==> config.mk <==
export PLATFORM = sky130hd
export DESIGN_NAME = mandelbrot_escape_time_pixel_unit
export DESIGN_NICKNAME = d
export VERILOG_FILES = /design/src/mbrot_pkg.sv /design/src/mbrot_mul.sv /design/src/mbrot_cfg.sv /design/src/mandelbrot_escape_time_pixel_unit.sv
export SDC_FILE = /design/constraint.sdc
export NUM_CORES = 2
export LEC_CHECK = 0
export ABC_AREA = 1
export BUFFER_PORTS_ARGS = -buffer_cell sky130_fd_sc_hd__buf_2
export CORE_UTILIZATION = 31
export CTS_CLUSTER_SIZE = 8
export DETAILED_ROUTE_END_ITERATION = 7
export MAX_ROUTING_LAYER = met4
export SLEW_MARGIN = 20
export SYNTH_ARGS = -nofsm -noshare
export SYNTH_HDL_FRONTEND = slang
export SYNTH_SLANG_ARGS = --single-unit
==> constraint.sdc <==
create_clock -name clk -period 10.7 [get_ports clk]
set_input_delay 1.07 -clock clk [delete_from_list [all_inputs] [get_ports clk]]
set_output_delay 1.07 -clock clk [all_outputs]
set_load 0.02 [all_outputs]
==> src/mbrot_pkg.sv <==
// Shared types, constants and helpers of the escape-time pixel unit.
`default_nettype none

package mbrot_pkg;

  // Fixed field widths.
  localparam int unsigned WORD_W    = 32;
  localparam int unsigned PROD_W    = 64;
  localparam int unsigned ITER_W    = 16;
  localparam int unsigned POWER_W   = 4;
  localparam int unsigned CFG_IDX_W = 3;

  // Register indexes on the configuration port.
  typedef enum logic [CFG_IDX_W-1:0] {
    CFG_STEP_X    = 3'd0,
    CFG_STEP_Y    = 3'd1,
    CFG_ORIGIN_X  = 3'd2,
    CFG_ORIGIN_Y  = 3'd3,
    CFG_ESCAPE_SQ = 3'd4,
    CFG_MAX_ITER  = 3'd5,
    CFG_POWER     = 3'd6
  } cfg_idx_t;

  // Current register contents, handed from the register file to the datapath.
  typedef struct packed {
    logic signed [WORD_W-1:0] step_x;
    logic signed [WORD_W-1:0] step_y;
    logic signed [WORD_W-1:0] origin_x;
    logic signed [WORD_W-1:0] origin_y;
    logic [WORD_W-1:0]        escape_sq;
    logic [ITER_W-1:0]        max_iter;
    logic [POWER_W-1:0]       power;
  } cfg_t;

  // Sequencer states. Each multiply takes an issue state (_M) and an
  // accumulate state (_A) that consumes the registered product.
  typedef enum logic [4:0] {
    S_IDLE,
    S_CRE_M,
    S_CRE_A,
    S_CIM_M,
    S_CIM_A,
    S_ITER,
    S_K0_M,
    S_K0_A,
    S_K1_M,
    S_K1_A,
    S_K2_M,
    S_K2_A,
    S_K3_M,
    S_K3_A,
    S_ADDC,
    S_MAG0_M,
    S_MAG0_A,
    S_MAG1_M,
    S_MAG1_A,
    S_TEST,
    S_DONE
  } state_t;

  // Saturate a 65-bit signed value to the signed 32-bit range.
  function automatic logic signed [WORD_W-1:0] sat32(input logic signed [PROD_W:0] v);
    logic signed [WORD_W-1:0] r;
    if ((&v[PROD_W:WORD_W-1]) || !(|v[PROD_W:WORD_W-1])) begin
      r = v[WORD_W-1:0];
    end else if (v[PROD_W]) begin
      r = {1'b1, {(WORD_W-1){1'b0}}};
    end else begin
      r = {1'b0, {(WORD_W-1){1'b1}}};
    end
    return r;
  endfunction

endpackage

`default_nettype wire

==> src/mbrot_mul.sv <==
// Shared signed 32 by 32 multiplier with a registered product.
`default_nettype none

module mbrot_mul
  import mbrot_pkg::*;
(
  input  wire logic                     clk,
  input  wire logic signed [WORD_W-1:0] a,
  input  wire logic signed [WORD_W-1:0] b,
  output logic signed [PROD_W-1:0]      prod
);

  // The full product is registered before anything uses it.
  always_ff @(posedge clk) begin
    prod <= PROD_W'(a) * PROD_W'(b);
  end

endmodule

`default_nettype wire

==> src/mbrot_cfg.sv <==
// Configuration register file of the escape-time pixel unit.
`default_nettype none

module mbrot_cfg
  import mbrot_pkg::*;
(
  input  wire logic                 clk,
  input  wire logic                 rst,
  input  wire logic                 cfg_valid,
  output logic                      cfg_ready,
  input  wire logic [CFG_IDX_W-1:0] cfg_index,
  input  wire logic [WORD_W-1:0]    cfg_data,
  output cfg_t                      cfg
);

  // Writes are always taken; an index beyond the list is dropped.
  assign cfg_ready = 1'b1;

  always_ff @(posedge clk) begin
    if (rst) begin
      cfg.step_x    <= '0;
      cfg.step_y    <= '0;
      cfg.origin_x  <= '0;
      cfg.origin_y  <= '0;
      cfg.escape_sq <= 32'h4000_0000;
      cfg.max_iter  <= 16'd256;
      cfg.power     <= 4'd2;
    end else if (cfg_valid) begin
      case (cfg_idx_t'(cfg_index))
        CFG_STEP_X:    cfg.step_x    <= cfg_data;
        CFG_STEP_Y:    cfg.step_y    <= cfg_data;
        CFG_ORIGIN_X:  cfg.origin_x  <= cfg_data;
        CFG_ORIGIN_Y:  cfg.origin_y  <= cfg_data;
        CFG_ESCAPE_SQ: cfg.escape_sq <= cfg_data;
        CFG_MAX_ITER:  cfg.max_iter  <= cfg_data[ITER_W-1:0];
        CFG_POWER:     cfg.power     <= cfg_data[POWER_W-1:0];
        default: begin
        end
      endcase
    end
  end

endmodule

`default_nettype wire

==> src/mandelbrot_escape_time_pixel_unit.sv <==
// Escape-time pixel unit: maps a pixel to c and iterates z = z^power + c.
//
// Channels: the input channel takes one pixel (pixel_x, pixel_y) per transfer;
// the output channel gives one result (iterations, escaped, final_mag_sq) per
// pixel. The configuration channel writes one register per transfer and is
// always ready; it should only be written while no pixel is in progress.
// One pixel is worked on at a time, with a single shared multiplier under a
// sequencer; in_ready is high only while the sequencer is idle. Every product
// takes an issue state and an accumulate state. A pixel that escapes runs two
// extra iterations after the failing one before its magnitude is taken, and a
// limit of zero skips the iterations and goes straight to the result.
// The result sits in an output register, so a stalled receiver only holds the
// block once the next pixel is finished and cannot be written out.
// Synchronous reset returns the sequencer to idle, drops out_valid and loads
// the register defaults (escape_sq 4.0, max_iter 256, power 2, others zero).
`default_nettype none

module mandelbrot_escape_time_pixel_unit
  import mbrot_pkg::*;
#(
  parameter int MAX_POWER  = 8,
  parameter int COORD_BITS = 12,
  parameter int FRAC_BITS  = 28
)
(
  input  wire logic                  clk,
  input  wire logic                  rst,
  input  wire logic                  in_valid,
  output logic                       in_ready,
  input  wire logic [COORD_BITS-1:0] pixel_x,
  input  wire logic [COORD_BITS-1:0] pixel_y,
  output logic                       out_valid,
  input  wire logic                  out_ready,
  output logic [ITER_W-1:0]          iterations,
  output logic                       escaped,
  output logic [WORD_W-1:0]          final_mag_sq,
  input  wire logic                  cfg_valid,
  output logic                       cfg_ready,
  input  wire logic [CFG_IDX_W-1:0]  cfg_index,
  input  wire logic [WORD_W-1:0]     cfg_data
);

  localparam int PW_BITS = $clog2(MAX_POWER + 1);
  localparam int MAG_W   = PROD_W + 1 - FRAC_BITS;

  cfg_t cfg;

  state_t state;
  state_t state_next;

  // Multiplier operands and product.
  logic signed [WORD_W-1:0] mul_a;
  logic signed [WORD_W-1:0] mul_b;
  logic signed [PROD_W-1:0] prod;
  logic signed [PROD_W-1:0] prod_fl;

  // Datapath registers.
  logic [COORD_BITS-1:0]    px;
  logic [COORD_BITS-1:0]    py;
  logic signed [WORD_W-1:0] cr;
  logic signed [WORD_W-1:0] ci;
  logic signed [WORD_W-1:0] zr;
  logic signed [WORD_W-1:0] zi;
  logic signed [WORD_W-1:0] pr;
  logic signed [WORD_W-1:0] pi;
  logic signed [WORD_W-1:0] tr;
  logic signed [PROD_W-1:0] acc;
  logic [MAG_W-1:0]         mag;
  logic [ITER_W-1:0]        count;
  logic                     outside;
  logic                     extra;
  logic [PW_BITS-1:0]       p_eff;
  logic [PW_BITS-1:0]       kcnt;

  // Combinational helpers.
  logic [PW_BITS-1:0]       p_clamp;
  logic signed [PROD_W:0]   c_sum;
  logic signed [PROD_W:0]   re_sum;
  logic signed [PROD_W:0]   im_sum;
  logic [PROD_W:0]          sq_sum;
  logic signed [WORD_W:0]   addr_sum;
  logic signed [WORD_W:0]   addi_sum;
  logic                     mag_le;
  logic                     last_iter;
  logic                     out_load;
  logic [ITER_W-1:0]        count_inc;

  mbrot_cfg u_cfg (
    .clk       (clk),
    .rst       (rst),
    .cfg_valid (cfg_valid),
    .cfg_ready (cfg_ready),
    .cfg_index (cfg_index),
    .cfg_data  (cfg_data),
    .cfg       (cfg)
  );

  mbrot_mul u_mul (
    .clk  (clk),
    .a    (mul_a),
    .b    (mul_b),
    .prod (prod)
  );

  // Power zero acts as one; powers above the limit are clamped.
  always_comb begin
    if (cfg.power == '0) begin
      p_clamp = PW_BITS'(1);
    end else if (int'(cfg.power) > MAX_POWER) begin
      p_clamp = PW_BITS'(MAX_POWER);
    end else begin
      p_clamp = PW_BITS'(cfg.power);
    end
  end

  // Product rounded toward minus infinity, and the sums fed to saturation.
  assign prod_fl  = prod >>> FRAC_BITS;
  assign c_sum    = {prod[PROD_W-1], prod} +
                    {{(PROD_W+1-WORD_W){(state == S_CRE_A) ? cfg.origin_x[WORD_W-1]
                                                           : cfg.origin_y[WORD_W-1]}},
                     (state == S_CRE_A) ? cfg.origin_x : cfg.origin_y};
  assign re_sum   = {acc[PROD_W-1], acc} - {prod_fl[PROD_W-1], prod_fl};
  assign im_sum   = {acc[PROD_W-1], acc} + {prod_fl[PROD_W-1], prod_fl};
  assign sq_sum   = {1'b0, acc} + {1'b0, prod};
  assign addr_sum = {pr[WORD_W-1], pr} + {cr[WORD_W-1], cr};
  assign addi_sum = {pi[WORD_W-1], pi} + {ci[WORD_W-1], ci};

  assign count_inc = count + ITER_W'(1);
  assign mag_le    = mag <= MAG_W'(cfg.escape_sq);
  assign last_iter = count_inc == cfg.max_iter;
  assign out_load  = (state == S_DONE) && (!out_valid || out_ready);

  // Sequencer: next state and multiplier operand selection.
  always_comb begin
    state_next = state;
    mul_a      = pr;
    mul_b      = zr;
    in_ready   = 1'b0;
    case (state)
      S_IDLE: begin
        in_ready = 1'b1;
        if (in_valid) begin
          state_next = (cfg.max_iter == '0) ? S_DONE : S_CRE_M;
        end
      end
      S_CRE_M: begin
        mul_a      = cfg.step_x;
        mul_b      = WORD_W'(px);
        state_next = S_CRE_A;
      end
      S_CRE_A: state_next = S_CIM_M;
      S_CIM_M: begin
        mul_a      = cfg.step_y;
        mul_b      = WORD_W'(py);
        state_next = S_CIM_A;
      end
      S_CIM_A: state_next = S_ITER;
      S_ITER:  state_next = (p_eff == PW_BITS'(1)) ? S_ADDC : S_K0_M;
      S_K0_M: begin
        mul_a      = pr;
        mul_b      = zr;
        state_next = S_K0_A;
      end
      S_K0_A: state_next = S_K1_M;
      S_K1_M: begin
        mul_a      = pi;
        mul_b      = zi;
        state_next = S_K1_A;
      end
      S_K1_A: state_next = S_K2_M;
      S_K2_M: begin
        mul_a      = pr;
        mul_b      = zi;
        state_next = S_K2_A;
      end
      S_K2_A: state_next = S_K3_M;
      S_K3_M: begin
        mul_a      = pi;
        mul_b      = zr;
        state_next = S_K3_A;
      end
      S_K3_A: state_next = (kcnt == PW_BITS'(1)) ? S_ADDC : S_K0_M;
      S_ADDC: state_next = (outside && !extra) ? S_ITER : S_MAG0_M;
      S_MAG0_M: begin
        mul_a      = zr;
        mul_b      = zr;
        state_next = S_MAG0_A;
      end
      S_MAG0_A: state_next = S_MAG1_M;
      S_MAG1_M: begin
        mul_a      = zi;
        mul_b      = zi;
        state_next = S_MAG1_A;
      end
      S_MAG1_A: state_next = S_TEST;
      S_TEST: begin
        if (outside) begin
          state_next = S_DONE;
        end else if (mag_le) begin
          state_next = last_iter ? S_DONE : S_ITER;
        end else begin
          state_next = S_ITER;
        end
      end
      S_DONE: begin
        if (out_load) begin
          state_next = S_IDLE;
        end
      end
      default: state_next = S_IDLE;
    endcase
  end

  // State register.
  always_ff @(posedge clk) begin
    if (rst) begin
      state <= S_IDLE;
    end else begin
      state <= state_next;
    end
  end

  // Output register; a new result may be loaded as the old one is taken.
  always_ff @(posedge clk) begin
    if (rst) begin
      out_valid <= 1'b0;
    end else if (out_load) begin
      out_valid <= 1'b1;
    end else if (out_ready) begin
      out_valid <= 1'b0;
    end
  end

  always_ff @(posedge clk) begin
    if (out_load) begin
      iterations <= count;
      escaped    <= outside;
      if (!outside) begin
        final_mag_sq <= '0;
      end else if (|mag[MAG_W-1:WORD_W]) begin
        final_mag_sq <= '1;
      end else begin
        final_mag_sq <= mag[WORD_W-1:0];
      end
    end
  end

  // Datapath registers, updated by the state that owns each step.
  always_ff @(posedge clk) begin
    case (state)
      S_IDLE: begin
        if (in_valid) begin
          px      <= pixel_x;
          py      <= pixel_y;
          zr      <= '0;
          zi      <= '0;
          count   <= '0;
          outside <= 1'b0;
          extra   <= 1'b0;
          p_eff   <= p_clamp;
        end
      end
      S_CRE_A: cr <= sat32(c_sum);
      S_CIM_A: ci <= sat32(c_sum);
      S_ITER: begin
        pr   <= zr;
        pi   <= zi;
        kcnt <= p_eff - PW_BITS'(1);
      end
      S_K0_A: acc <= prod_fl;
      S_K1_A: tr  <= sat32(re_sum);
      S_K2_A: acc <= prod_fl;
      S_K3_A: begin
        pi   <= sat32(im_sum);
        pr   <= tr;
        kcnt <= kcnt - PW_BITS'(1);
      end
      S_ADDC: begin
        zr <= sat32({{(PROD_W-WORD_W){addr_sum[WORD_W]}}, addr_sum});
        zi <= sat32({{(PROD_W-WORD_W){addi_sum[WORD_W]}}, addi_sum});
        if (outside && !extra) begin
          extra <= 1'b1;
        end
      end
      S_MAG0_A: acc <= prod;
      S_MAG1_A: mag <= sq_sum[PROD_W:FRAC_BITS];
      S_TEST: begin
        if (!outside) begin
          if (mag_le) begin
            count <= count_inc;
          end else begin
            outside <= 1'b1;
          end
        end
      end
      default: begin
      end
    endcase
  end

endmodule

`default_nettype wire

==> summary.txt <==
Logic synthesis
  • Mapped Cells: 11600
  • Main area contributors after synthesis: fa_1 25%, edfxtp_1 15%, nand2_1 11%
  • Synth Flop Type: edfxtp_1
  • EDFF count, synth: 424
  • Synth Net Count: approximately 13000
  • Count of different cell masters after synthesis: between 60 and 70
  • Sequential-to-total area share from yosys stat: 20.3%
  • Flops & latches, synth: 674
  • Top-count cell post-synth: nand2_1
  • Cell Area, Synth: 0.0875 mm2
  • Synth warnings: 0
  • Avg Inst Size Synth: 7.57 um2
  • Share of the synthesized area in the top cell type: between 20% and 30%
  • Top cell type by total area after synthesis: fa_1
  • Async SR Flop Fraction: 0%
  • Post-synth top cells: 2625 x nand2_1, 2058 x inv_1, 1530 x nor2_1

Worst setup path
  • Worst Path Max Fanout: 18
  • Setup crit start kind: flip-flop
  • Delay-heaviest family, CP: adder cells
  • Critical path data arrival time: ~11 ns
  • Worst reg-to-reg setup slack: 0.49 ns
  • CP Buf/Inv Count: 12
  • Cells on worst reg2reg path: 40
  • Crit-path slowest cell: inv_1
  • CP max stage delay: between 0.5 and 0.6 ns
  • CP endpoint: u_mul.prod[55]
  • Critical path's most frequent cell: fa_1
  • Worst flop-to-flop path endpoint: u_mul.prod[55]
  • Critical path depth in cells: 40
  • Crit Path Category: flip-flop to flip-flop
  • Beginning of the critical path: state[2]
  • Worst r2r src: state[2]
  • Critical path endpoint category: flip-flop
  • Worst EP required: 11.32 ns

Clock tree
  • Hold-fix buffers, CTS: 0
  • H-tree depth: 3
  • CTS root buf: clkbuf_16
  • Worst-path clk slew: 0.05 ns
  • CTS buffer count: 97
  • CTS tree: built
  • Buffers from clock root to sink, at most: 3
  • Skew-Pair Late Insertion Delay: 0.76 ns
  • Sink Count: 674

Placement
  • Dpl cells: 15200
  • Gp weighted congestion: ~1
  • Port bufs: 114
  • Hpwl dp: around 310000 um
  • Place WS: 0.583 ns

Timing
  • Final setup fails: 0
  • Post-route setup slack: 0.494 ns
  • Max_slew headroom: about a quarter
  • Hold slack final: 0.477 ns
  • Unrepaired setup endpoints after global routing: false
  • Max Clk Rate: 0.0980 GHz
  • Post-layout min period: ~10 ns
  • Skew final: 0.0624 ns
  • Worst Tran Pin Value: 1.14 ns
  • Final period util: ~95%
  • Setup TNS: 0 ns
  • Final Hold Vio Count: 0
  • Pins Over Slew Limit: 0

Die
  • Top-Level Pins: 116
  • Num rows: 194
  • Die Ht: roughly 530 um
  • Core area: between 0.2 and 0.3 mm2
  • Die area: 0.284 mm2
  • Die width: 533 um
  • Initial cell density of the core: a little under a third

Route
  • Final wirelength: 373000 um
  • Vias/cell: just over 5
  • Initial DRC count: 9071
  • Routed len/inst: 24.2 um
  • DRT Pass-1 Iters: 6
  • Vias after detailed routing: roughly 79000
  • Post-DRT Antenna Nets: 0
  • DRC: 0

Global routing
  • Largest net degree at the start of global routing: 98
  • Total gr overflow: 0
  • GRT Total Usage: 26.7%
  • Number of global-route vias before repair: 76700
  • Initial antenna violation count: 29
  • First-pass GRT wire length: 538000 um

Finish
  • Final nets: 13300
  • Area added between synthesis and finish: 8.89%
  • Share of layout cells above drive strength 1: 6.13%
  • Layout Cells excl Fill: 15400

Outcome
  • Status: finished, final reports clean

Run
  • Max_cap viols: 0

Worst hold path
  • HP Class: flip-flop to flip-flop
==> cells in the final DEF (no fill, tap or decap), drive strengths merged, types with 9 or more instances in the layout <==
master | netlist | layout
a211oi | 13 | 13
a21boi | 14 | 14
a21o | 20 | 20
a21oi | 604 | 604
a221oi | 39 | 39
a31oi | 41 | 41
and2 | 9 | 9
buf | 212 | 275
clkbuf | 146 | 155
clkinv | 20 | 26
dfxtp | 250 | 250
diode | 0 | 14
edfxtp | 424 | 424
fa | 1087 | 1087
ha | 539 | 539
inv | 2146 | 2149
nand2 | 2650 | 2650
nand3 | 310 | 310
nand3b | 16 | 16
nand4 | 103 | 103
nor2 | 1616 | 1616
nor3 | 81 | 81
nor4 | 27 | 27
o211ai | 21 | 21
o21a | 38 | 38
o21ai | 690 | 690
o21bai | 31 | 31
o22ai | 49 | 49
xnor2 | 87 | 87
xor2 | 228 | 228
==> how the worst min path moves through the flow <==
stage	slack [ns]	startpoint	cells past startpoint	to
5_1_grt	0.48	pixel_y[9]	1	py[9]
4_1_cts	0.46	pixel_y[9]	1	py[9]
2_1_floorplan	0.42	u_cfg.cfg[150]	2	u_cfg.cfg[150]
6_report	0.48	u_cfg.cfg[31]	2	u_cfg.cfg[31]
3_3_place_gp	0.45	u_cfg.cfg[31]	2	u_cfg.cfg[31]
3_5_place_dp	0.48	u_cfg.cfg[2]	2	u_cfg.cfg[2]
==> sequential cells by signal, indices dropped and copies added, names as in the netlist, 37 cells and up <==
name        count
u_cfg.cfg     180
u_mul.prod     64
mag            37
acc            64
==> worst reg2reg max path, delay by kind of cell, from the launching register on <==
| family | cells | cell delay (ns) |
|---|---|---|
| AOI/OAI and AO/OA | 8 | 2.05 |
| buffers and inverters | 12 | 2.01 |
| and+or+nand+nor | 11 | 1.42 |
| adders and majority gates | 9 | 4.26 |
| DFF | 1 | 0.38 |
==> per-stage QoR <==
| step | util (%) | cell area, um2 |
|---|---|---|
| 2_1_floorplan | - | 87500 |
| 3_3_place_gp | 33.0 | 92300 |
| 3_5_place_dp | 33.0 | 92300 |
| 4_1_cts | 34.0 | 95200 |
| 5_1_grt | 34.0 | 95200 |
| 6_report | 34.0 | 95200 |
==> area by class of cell <==
| type | count | area [um2] |
|---|---|---|
| antenna | 14 | 35.0 |
| fill | 29900 | 185000 |
| clock buffer | 155 | 2730 |
| clock inverter | 9 | 126 |
| sequential | 674 | 17700 |
| multi-input combinational | 8359 | 60000 |
| timing repair buffer | 275 | 1830 |
| tap | 3724 | 4660 |
| inverter | 2166 | 8130 |
==> logic make-up (layout without fill, tap and decap cells) <==
group                      count (synthesis)  count (layout)  share of synthesized area (%)
DFF                                      674             674                           20.3
xor gates and xnor gates                 315             315                           3.16
muxes                                      1               1                         0.0114
adders and majority gates               1626            1626                           32.6
AOI/OAI and AO/OA                       1589            1589                           10.1
and+or+nand+nor                         4827            4827                           22.5
other                                      1              15                        0.00429
buffers and inverters                   2524            2605                           11.4
==> repair_timing <==
item	in CTS	in global routing
gates resized for setup	0	3
setup endpoints to repair	0	1
setup buffers	0	0
==> per-layer routing <==
metal / wire [um] / global-route usage [%] / up-vias / share of wire [%]
met5: 0 / - / - / 0
met2: 161000 / 39.7 / 3500 / 43
li1: - / - / 36000 / -
met3: 31500 / 4.11 / 620 / 8.5
met4: 18600 / 11.3 / 0 / 5.0
met1: 161000 / 36.0 / 38500 / 43
Power is not shown: default switching activity piles up to over one toggle a cycle in this logic, so the estimate is an artifact.
